## config.mk

```make
export PLATFORM = sky130hd
export DESIGN_NAME = box_intersection_over_union
export DESIGN_NICKNAME = d
export VERILOG_FILES = /design/src/hdl/biou_pkg.sv /design/src/hdl/box_intersection_over_union.sv /design/src/hdl/biou_front.sv /design/src/hdl/biou_div_cell.sv
export SDC_FILE = /design/constraint.sdc
export NUM_CORES = 2
export LEC_CHECK = 0
export CAP_MARGIN = 5
export CORE_MARGIN = 10
export CORE_UTILIZATION = 40
export CTS_CLUSTER_SIZE = 24
export DETAILED_ROUTE_END_ITERATION = 8
export DONT_BUFFER_PORTS = 1
export GPL_ROUTABILITY_DRIVEN = 1
export GPL_TIMING_DRIVEN = 0
export PLACE_DENSITY_LB_ADDON = 0.3
export RECOVER_POWER = 100
export SYNTH_ARGS = -nofsm -noshare
export SYNTH_HDL_FRONTEND = slang
export SYNTH_SLANG_ARGS = --single-unit
```

## constraint.sdc

```tcl
create_clock -name aclk -period 24.7 [get_ports aclk]
set_input_delay 1.235 -clock aclk [delete_from_list [all_inputs] [get_ports aclk]]
set_output_delay 1.235 -clock aclk [all_outputs]
set_load 0.02 [all_outputs]
```

## src/hdl/biou_pkg.sv

```systemverilog
package biou_pkg;

    // default field widths
    localparam int COORD_BITS_DEF = 12;
    localparam int FRAC_BITS_DEF  = 16;

    // register stages in the front end before the divider chain
    localparam int FRONT_STAGES = 3;

endpackage

```

## src/hdl/box_intersection_over_union.sv

```systemverilog
// Intersection over union of two axis-aligned boxes.
// Input channel (s_valid/s_ready): one box pair per item, each box given
// as center x, center y, width and height, COORD_BITS unsigned each.
// Result channel (m_valid/m_ready): m_overlap_ratio, unsigned with
// FRAC_BITS fraction bits (1 << FRAC_BITS is 1.0), rounded down, and
// m_union_empty, set when both boxes have zero area (ratio then 0).
// Pipeline: three front stages for edges, the three area products and
// the union, then one divider cell per quotient bit, FRAC_BITS + 1
// cells in a row.
// Throughput: one item per cycle; every stage holds its own valid bit.
// A stall at m_ready backs up stage by stage; empty stages keep filling,
// so s_ready stays high until the whole chain is full.
// Reset (aresetn low, synchronous) clears all valid bits; items in
// flight are dropped.
module box_intersection_over_union #(
    parameter int COORD_BITS = biou_pkg::COORD_BITS_DEF,
    parameter int FRAC_BITS  = biou_pkg::FRAC_BITS_DEF
) (
    input  logic                  aclk,
    input  logic                  aresetn,
    input  logic                  s_valid,
    output logic                  s_ready,
    input  logic [COORD_BITS-1:0] s_box_a_center_x,
    input  logic [COORD_BITS-1:0] s_box_a_center_y,
    input  logic [COORD_BITS-1:0] s_box_a_width,
    input  logic [COORD_BITS-1:0] s_box_a_height,
    input  logic [COORD_BITS-1:0] s_box_b_center_x,
    input  logic [COORD_BITS-1:0] s_box_b_center_y,
    input  logic [COORD_BITS-1:0] s_box_b_width,
    input  logic [COORD_BITS-1:0] s_box_b_height,
    output logic                  m_valid,
    input  logic                  m_ready,
    output logic [FRAC_BITS:0]    m_overlap_ratio,
    output logic                  m_union_empty
);
    import biou_pkg::*;

    localparam int DW = 2 * COORD_BITS + 1;
    localparam int QW = FRAC_BITS + 1;

    // links between cells, entry 0 is the front end output
    logic          lnk_valid [QW+1];
    logic          lnk_ready [QW+1];
    logic [DW-1:0] lnk_rem   [QW+1];
    logic [DW-1:0] lnk_div   [QW+1];
    logic [QW-1:0] lnk_quo   [QW+1];
    logic          lnk_empty [QW+1];

    // edges, intersection, areas and union
    biou_front #(
        .COORD_BITS(COORD_BITS)
    ) u_front (
        .aclk      (aclk),
        .aresetn   (aresetn),
        .in_valid  (s_valid),
        .in_ready  (s_ready),
        .a_cx      (s_box_a_center_x),
        .a_cy      (s_box_a_center_y),
        .a_w       (s_box_a_width),
        .a_h       (s_box_a_height),
        .b_cx      (s_box_b_center_x),
        .b_cy      (s_box_b_center_y),
        .b_w       (s_box_b_width),
        .b_h       (s_box_b_height),
        .out_valid (lnk_valid[0]),
        .out_ready (lnk_ready[0]),
        .out_inter (lnk_rem[0]),
        .out_union (lnk_div[0]),
        .out_empty (lnk_empty[0])
    );

    assign lnk_quo[0] = '0;

    // divider chain, most significant quotient bit first
    for (genvar k = 0; k < QW; k++) begin : g_cell
        biou_div_cell #(
            .DW      (DW),
            .QW      (QW),
            .BIT_POS (FRAC_BITS - k),
            .FIRST   (k == 0)
        ) u_cell (
            .aclk      (aclk),
            .aresetn   (aresetn),
            .in_valid  (lnk_valid[k]),
            .in_ready  (lnk_ready[k]),
            .rem_in    (lnk_rem[k]),
            .div_in    (lnk_div[k]),
            .quo_in    (lnk_quo[k]),
            .empty_in  (lnk_empty[k]),
            .out_valid (lnk_valid[k+1]),
            .out_ready (lnk_ready[k+1]),
            .rem_out   (lnk_rem[k+1]),
            .div_out   (lnk_div[k+1]),
            .quo_out   (lnk_quo[k+1]),
            .empty_out (lnk_empty[k+1])
        );
    end

    // last cell register is the output register
    assign lnk_ready[QW]   = m_ready;
    assign m_valid         = lnk_valid[QW];
    assign m_overlap_ratio = lnk_quo[QW];
    assign m_union_empty   = lnk_empty[QW];

endmodule

```

## src/hdl/biou_front.sv

```systemverilog
module biou_front #(
    parameter int COORD_BITS = biou_pkg::COORD_BITS_DEF
) (
    input  logic                      aclk,
    input  logic                      aresetn,
    input  logic                      in_valid,
    output logic                      in_ready,
    input  logic [COORD_BITS-1:0]     a_cx,
    input  logic [COORD_BITS-1:0]     a_cy,
    input  logic [COORD_BITS-1:0]     a_w,
    input  logic [COORD_BITS-1:0]     a_h,
    input  logic [COORD_BITS-1:0]     b_cx,
    input  logic [COORD_BITS-1:0]     b_cy,
    input  logic [COORD_BITS-1:0]     b_w,
    input  logic [COORD_BITS-1:0]     b_h,
    output logic                      out_valid,
    input  logic                      out_ready,
    output logic [2*COORD_BITS:0]     out_inter,
    output logic [2*COORD_BITS:0]     out_union,
    output logic                      out_empty
);
    import biou_pkg::*;

    localparam int EW = COORD_BITS + 2;      // signed edge width
    localparam int AW = 2 * COORD_BITS;      // area width
    localparam int DW = AW + 1;              // union width

    logic signed [EW-1:0] a_left, a_right, a_top, a_bot;
    logic signed [EW-1:0] b_left, b_right, b_top, b_bot;
    logic signed [EW-1:0] min_r, max_l, min_t, max_b;
    logic signed [EW:0]   iw_full, ih_full;
    logic [COORD_BITS-1:0] iw, ih;

    logic s0_valid_reg, s1_valid_reg, s2_valid_reg;
    logic s0_ready, s1_ready, s2_ready;

    logic [COORD_BITS-1:0] iw_reg, ih_reg, aw_reg, ah_reg, bw_reg, bh_reg;
    logic [AW-1:0]         inter1_reg, area_a_reg, area_b_reg;
    logic [DW-1:0]         inter2_reg, union_reg;
    logic [DW-1:0]         union_next;
    logic                  empty_reg;

    // box edges, signed so corners below zero do not wrap
    always_comb begin
        a_left  = EW'(a_cx) - EW'(a_w >> 1);
        a_right = a_left + EW'(a_w);
        a_top   = EW'(a_cy) + EW'(a_h >> 1);
        a_bot   = a_top - EW'(a_h);
        b_left  = EW'(b_cx) - EW'(b_w >> 1);
        b_right = b_left + EW'(b_w);
        b_top   = EW'(b_cy) + EW'(b_h >> 1);
        b_bot   = b_top - EW'(b_h);
    end

    // intersection sides, clamped at zero
    always_comb begin
        min_r   = (a_right < b_right) ? a_right : b_right;
        max_l   = (a_left > b_left) ? a_left : b_left;
        min_t   = (a_top < b_top) ? a_top : b_top;
        max_b   = (a_bot > b_bot) ? a_bot : b_bot;
        iw_full = (EW+1)'(min_r) - (EW+1)'(max_l);
        ih_full = (EW+1)'(min_t) - (EW+1)'(max_b);
        iw      = iw_full[EW] ? '0 : iw_full[COORD_BITS-1:0];
        ih      = ih_full[EW] ? '0 : ih_full[COORD_BITS-1:0];
    end

    // per-stage flow control, bubbles collapse
    assign s2_ready = !s2_valid_reg || out_ready;
    assign s1_ready = !s1_valid_reg || s2_ready;
    assign s0_ready = !s0_valid_reg || s1_ready;
    assign in_ready = s0_ready;

    always_ff @(posedge aclk) begin
        if (!aresetn) begin
            s0_valid_reg <= 1'b0;
            s1_valid_reg <= 1'b0;
            s2_valid_reg <= 1'b0;
        end else begin
            if (s0_ready) s0_valid_reg <= in_valid;
            if (s1_ready) s1_valid_reg <= s0_valid_reg;
            if (s2_ready) s2_valid_reg <= s1_valid_reg;
        end
    end

    // stage 0: sides and sizes
    always_ff @(posedge aclk) begin
        if (in_valid && s0_ready) begin
            iw_reg <= iw;
            ih_reg <= ih;
            aw_reg <= a_w;
            ah_reg <= a_h;
            bw_reg <= b_w;
            bh_reg <= b_h;
        end
    end

    // stage 1: areas
    always_ff @(posedge aclk) begin
        if (s0_valid_reg && s1_ready) begin
            inter1_reg <= iw_reg * ih_reg;
            area_a_reg <= aw_reg * ah_reg;
            area_b_reg <= bw_reg * bh_reg;
        end
    end

    // stage 2: union
    assign union_next = DW'(area_a_reg) + DW'(area_b_reg) - DW'(inter1_reg);

    always_ff @(posedge aclk) begin
        if (s1_valid_reg && s2_ready) begin
            inter2_reg <= DW'(inter1_reg);
            union_reg  <= union_next;
            empty_reg  <= (union_next == '0);
        end
    end

    assign out_valid = s2_valid_reg;
    assign out_inter = inter2_reg;
    assign out_union = union_reg;
    assign out_empty = empty_reg;

endmodule

```

## src/hdl/biou_div_cell.sv

```systemverilog
module biou_div_cell #(
    parameter int DW      = 2 * biou_pkg::COORD_BITS_DEF + 1,
    parameter int QW      = biou_pkg::FRAC_BITS_DEF + 1,
    parameter int BIT_POS = 0,
    parameter bit FIRST   = 1'b0
) (
    input  logic          aclk,
    input  logic          aresetn,
    input  logic          in_valid,
    output logic          in_ready,
    input  logic [DW-1:0] rem_in,
    input  logic [DW-1:0] div_in,
    input  logic [QW-1:0] quo_in,
    input  logic          empty_in,
    output logic          out_valid,
    input  logic          out_ready,
    output logic [DW-1:0] rem_out,
    output logic [DW-1:0] div_out,
    output logic [QW-1:0] quo_out,
    output logic          empty_out
);
    import biou_pkg::*;

    logic          valid_reg;
    logic [DW-1:0] rem_reg, div_reg, rem_next;
    logic [QW-1:0] quo_reg, quo_next;
    logic          empty_reg;
    logic [DW:0]   trial;
    logic          ge;

    // one restoring step: shift (skipped in the first cell), compare, subtract
    always_comb begin
        trial    = FIRST ? {1'b0, rem_in} : {rem_in, 1'b0};
        ge       = (trial >= {1'b0, div_in});
        rem_next = ge ? DW'(trial - {1'b0, div_in}) : DW'(trial);
        quo_next = quo_in;
        quo_next[BIT_POS] = ge && !empty_in;
    end

    assign in_ready = !valid_reg || out_ready;

    always_ff @(posedge aclk) begin
        if (!aresetn) begin
            valid_reg <= 1'b0;
        end else if (in_ready) begin
            valid_reg <= in_valid;
        end
    end

    always_ff @(posedge aclk) begin
        if (in_valid && in_ready) begin
            rem_reg   <= rem_next;
            div_reg   <= div_in;
            quo_reg   <= quo_next;
            empty_reg <= empty_in;
        end
    end

    assign out_valid = valid_reg;
    assign rem_out   = rem_reg;
    assign div_out   = div_reg;
    assign quo_out   = quo_reg;
    assign empty_out = empty_reg;

endmodule

```

Word-level counts from Yosys, hierarchy flattened --
Cells that the tools add are included.
Word-level totals: bits in registers 1184, bits in latches 0, memory bits (writable) 0, bits in read-only memories 0, bits of input ports 100, output and inout bits 20, logic and storage cells 281, memories 0
Operators by class: add/subtract/negate cells 28, multipliers 3, div/mod/pow operators 0, magnitude comparators 21, equal/unequal tests 0, shifts and indexed selects 0, muxes and demuxes 20, bitwise operators 0, reduce and logical (&&, ||, !) cells 95
Operators by type and width (number):
- 26-bit by 25-bit >= comparator with 1-bit output | 16
- 25-bit 2-to-1 mux | 15
- 25-bit subtractor | 15
- 12-bit by 12-bit multiplier with 24-bit output | 3
- 14-bit 2-to-1 mux | 3
- 1-bit logical AND | 37
- 1-bit zero test | 37
- 14-bit by 14-bit subtractor with 15-bit output | 2
- 14-bit by 12-bit adder with 14-bit output | 2
- 14-bit greater-than comparator | 2
- 14-bit < comparator | 2
- 14-bit by 12-bit subtractor with 14-bit output | 2
- 12-bit by 11-bit adder with 13-bit output | 2
- 12-bit by 11-bit subtractor with 13-bit output | 2
- 24-bit by 24-bit adder with 25-bit output | 1
- 24-bit by 25-bit >= comparator with 1-bit output | 1
- 25-bit zero test | 1
- 24-bit by 25-bit subtractor with 25-bit output | 1
- 25-bit by 24-bit subtractor with 25-bit output | 1
- 24-bit 2-to-1 mux | 1
- 1-bit logical OR | 20
- 13-bit 2-to-1 mux | 1

Longest topological paths before layout --
depth after elaboration 22, mapped depth 41, depth with buffers taken out 38

Hierarchy --
A second synthesis with hierarchy kept.
Second synthesis, totals: cells, all modules 8407, area total of the unflattened synthesis 90645.7 um^2
Modules (own cells, without submodules):
- biou_div_cell at g_cell[10].u_cell ... | instances 16, cells an instance 320, area each 3672.3 um^2, seq. area each 2062.0 um^2
- biou_front | instances 1, cells an instance 2993, area each 28079.4 um^2, seq. area each 5885.6 um^2
- biou_div_cell at g_cell[0].u_cell | instances 1, cells an instance 293, area each 3806.2 um^2, seq. area each 2062.0 um^2
- box_intersection_over_union | instances 1, cells an instance 1, area each 3.8 um^2, seq. area each 0.0 um^2

Worst setup path after synthesis --
OpenSTA, ideal clock, no wires.
path type input-to-reg, from in s_box_b_center_x[0], to reg u_front.iw_reg[6] (data pin), setup time 0.268 ns, arrival 8.314 ns, required time 24.432 ns, path slack 16.118 ns, stages on the path 37, buffers on the path 2, path through inv_1 -> ha_1 -> fa_1 -> nor2b_1 -> o21ai_0 -> a21boi_0 -> o21ai_0 -> a21oi_1 -> nor2_1 -> xnor2_1 -> ha_1 -> o2111ai_1 -> nand3_1 -> o41ai_1 -> xnor2_1 -> inv_1 -> ha_1 -> a211oi_1 -> o211ai_1 -> nand2_1 -> mux2i_1 -> clkbuf_1 -> mux2i_1 -> ha_1 -> inv_1 -> fa_1 -> a21o_1 -> a21oi_1 -> o21ai_0 -> a21oi_1 -> nor2b_1 -> o21a_1 -> o31a_1 -> o311a_1 -> o21ai_0 -> clkbuf_1 -> nor3_1
Between the ends: cells in the longest elaborated chain, start to end 5, elaborated cells on any way between the ends 7, classes of those cells add/sub (3); order compare (2); mux (2)
Ends and longest elaborated chain:
- start: declaration | RTL line box_intersection_over_union.sv:27 | input logic [COORD_BITS-1:0] s_box_b_center_x,
- 12-bit by 11-bit subtractor with 13-bit output (*) | RTL line biou_front.sv:49 | b_left = EW'(b_cx) - EW'(b_w >> 1);
- 14-bit by 12-bit adder with 14-bit output | RTL line biou_front.sv:50 | b_right = b_left + EW'(b_w);
- 14-bit < comparator | RTL line biou_front.sv:57 | min_r = (a_right < b_right) ? a_right : b_right;
- 14-bit 2-to-1 mux | RTL line biou_front.sv:57
- 14-bit by 14-bit subtractor with 15-bit output (*) | RTL line biou_front.sv:61 | iw_full = (EW+1)'(min_r) - (EW+1)'(max_l);
- end signal: assignment | RTL line biou_front.sv:88 | iw_reg <= iw;
- end: declaration | RTL line biou_front.sv:37 | logic [COORD_BITS-1:0] iw_reg, ih_reg, aw_reg, ah_reg, bw_reg, bh_reg;
Every way passes the cells marked *; elsewhere a longest branch is shown, timed or not. A chain may end at the register's enable or synchronous reset.

Worst setup path in the final report --
from in s_box_b_center_x[0], to reg u_front.iw_reg[0] (data pin)
Same word-level chain as after synthesis.

==> flow_metrics.tcl <==
set metrics [dict create \
    yosysMostFrequentCell "edfxtp_1" \
    avgSynthCellArea_um2 10.7 \
    maxSlewViolCount 981 \
    synthFlopType "edfxtp_1" \
    hold_path.startpoint "g_cell[13].u_cell.quo_out[10]" \
    seqPwrFrac_pct 21.8 \
    cts-buffers-inserted 137 \
    synth_top_cells_by_count "1,164 x edfxtp_1, 1,101 x inv_1, 805 x ha_1" \
    wl_um 206000 \
    port_buffers 0 \
    synth-edff-count 1164 \
    placed_cells 10488 \
    vias_per_cell 5.28 \
    nets 9180 \
    power_frac_comb_pct 61.8 \
    ctsRootBufferMaster "clkbuf_16" \
    yosysSeqAreaShare_pct 42.7 \
    p_int_mw 7.48 \
    slew_headroom_pct -187 \
    grt_max_degree 64 \
    finalSetupTns_ns 0 \
    num_vias 56730 \
    hp-class "flop to flop" \
    place.gp.congestion 0.913 \
    setup_viol 0 \
    hold_violations 0 \
    synth_top_area_share_pct 42.2 \
    synthToLayoutAreaGrowth_pct 9.85 \
    ir_drop_mv 0.432 \
    synthCells 7752 \
    min_period_over_period_pct 39.6 \
    coreArea_um2 207000 \
    violations "capacitance limit, slew limit" \
    synthTopCellsByArea "edfxtp_1 42%, ha_1 12%, fa_1 8.5%, inv_1 5.0%, xnor2_1 3.3%" \
    crit_path_start_kind "input port" \
    insertion_delay_ns 0.81 \
    fin_skew_ns 0.0652 \
    worstMarginPinSlew_ns 4.31 \
    fin_ws_ns 14.92 \
    antenna_left 0 \
    grt_pass1_vias 56710 \
    power_leakage_nw 38.6 \
    die_area_um2 226000 \
    cts_max_level 4 \
    wl_per_cell_um 19.1 \
    slowest_stage "clkbuf_1" \
    cap_violations 32 \
    reg2reg_depth 19 \
    die-width_um 475 \
    critical_path_required_ns 25.17 \
    tritoncts "built" \
    ys_warn_count 0 \
    crit_type "input port to flop" \
    switching_share_pct 42.6 \
    max_freq_mhz 102 \
    ys_types 94 \
    cts_resized 0 \
    period_needed_ns 9.78 \
    clkPwrFrac_pct 16.3 \
    placementRows 167 \
    grt_usage_pct 17.9 \
    hold_ws_ns 0.392 \
    ys_ff_latch 1184 \
    p_sw_mw 5.55 \
    pre_cts_ws_ns 14.31 \
    rsz0062_at_grt "no" \
    synth.largest_area_cell "edfxtp_1" \
    cts_buffer_depth 3 \
    critPathLaunch "s_box_b_center_x[0]" \
    dr.first_iter.drc_count 3925 \
    hold_buffers 0 \
    max_stage_delay_ns 0.67 \
    drcViolationCount 0 \
    gr-total-overflow 0 \
    drive_above_1_share_pct 4.89 \
    die_h_um 475 \
    hold_depth 0 \
    syn_area_um2 82900 \
    critPathArrivalTime_ns 10.25 \
    dp_hpwl_um 165000 \
    finalNonFillerCells 10745 \
    critPathCaptureType "flop" \
    rr_startpoint "u_front.aw_reg[1]" \
    initial_core_util_pct 40.1 \
    firstDrtPassIters 6 \
    async_flop_share_pct 0 \
    crit_fanout 10 \
    ios 120 \
    grt_pass1_wl_um 320000 \
    status "finished, violations left" \
    p_per_area_nw_per_um2 143 \
    cts.sinks 1184 \
    synth_nets 9007 \
    path_clk_slew_ns 0.05 \
    cts_setup_buffers 0 \
    antenna_found_initial 8 \
]
-- power groups by stage --
stage	clock, mW	combinational, mW	sequential, mW
2_1_floorplan	0	6.17	2.83
3_3_place_gp	0	7.93	2.89
3_5_place_dp	0	8.03	2.89
4_1_cts	2.19	8.10	2.85
5_1_grt	2.27	9.12	2.85
6_report	2.13	8.06	2.85
-- layout by cell type (no fill, tap or decap), types with 22 or more instances in the layout --
cell / n
nand3_1: 92
nor3_1: 106
nor2b_1: 118
or3_1: 38
clkinv_1: 24
a211oi_1: 43
o21a_1: 88
nor2_1: 413
mux2i_1: 52
a211o_1: 22
and2_1: 144
mux2_1: 39
ha_1: 805
xor2_1: 163
nor4_1: 24
clkbuf_16: 137
nand2_1: 654
a21o_1: 217
a21oi_1: 468
fa_1: 350
xnor2_1: 308
o21bai_1: 50
edfxtp_1: 1164
and3_1: 46
o31ai_1: 28
or2_2: 24
o21ai_0: 370
clkbuf_1: 200
mux2_2: 138
nand2b_1: 91
nand4_1: 62
o211ai_1: 26
a21boi_0: 35
a31oi_1: 49
inv_1: 1101
-- metrics by stage --
| stage | util (%) | total power [mW] | area [um2] |
|---|---|---|---|
| 6_report | 44.1 | 13.0 | 91000 |
| 5_1_grt | 44.1 | 14.2 | 91000 |
| 4_1_cts | 44.4 | 13.1 | 91800 |
| 3_5_place_dp | 42.1 | 10.9 | 87100 |
| 3_3_place_gp | 41.7 | 10.8 | 86300 |
| 2_1_floorplan | - | 9.00 | 82900 |
-- final timing paths --
kind | endpoint | slack (ns)
worst max-delay path | u_front.iw_reg[0] | 14.92
worst min-delay path | g_cell[14].u_cell.quo_out[10] | 0.39
worst max register to register | u_front.area_a_reg[21] | 18.24
worst min register to register | g_cell[14].u_cell.quo_out[10] | 0.39
-- metal layers --
layer  global-route usage, %  share of wire [%]  vias up
met5                       0              0.013        -
met4                    4.85                2.5        4
met3                    2.93                5.0      276
met2                    30.2                 48     1279
met1                    23.7                 45    27683
li1                        -                  -    27488
-- critical path: cells and delay by family --
family                     cells  cell delay [ns]
muxes                          2             0.82
adders and majority gates      6             1.89
and+or+nand+nor                6             0.74
AOI/OAI and AO/OA             16             3.73
buffers and inverters          5             1.19
xor gates and xnor gates       2             0.63
-- final cells by class --
| class | count | area, um2 |
|---|---|---|
| flip-flops and latches | 1184 | 35400 |
| clock buffers | 161 | 3520 |
| well taps | 2704 | 3380 |
| plain buffers | 149 | 559 |
| multi-input cells | 5318 | 42700 |
| diodes | 4 | 10.0 |
| fillers | 19227 | 116000 |
| inverters | 1101 | 4130 |
| repair buffers | 34 | 129 |
| clock inverters | 90 | 1240 |
-- kinds of logic (layout without fill, tap and decap cells) --
logic type | after synthesis | count (layout) | share of synthesized area, %
AO/OA/AOI/OAI | 1562 | 1562 | 11.9
flip-flops | 1184 | 1184 | 42.7
XOR/XNOR | 471 | 471 | 4.98
AND/OR/NAND/NOR | 1900 | 1900 | 11.0
adder cells (fa/ha/maj) | 1156 | 1156 | 20.6
buffers and inverters | 1250 | 1535 | 5.71
multiplexers | 229 | 229 | 3.04
other | 0 | 4 | 0
(Power assumes the default switching activity.)
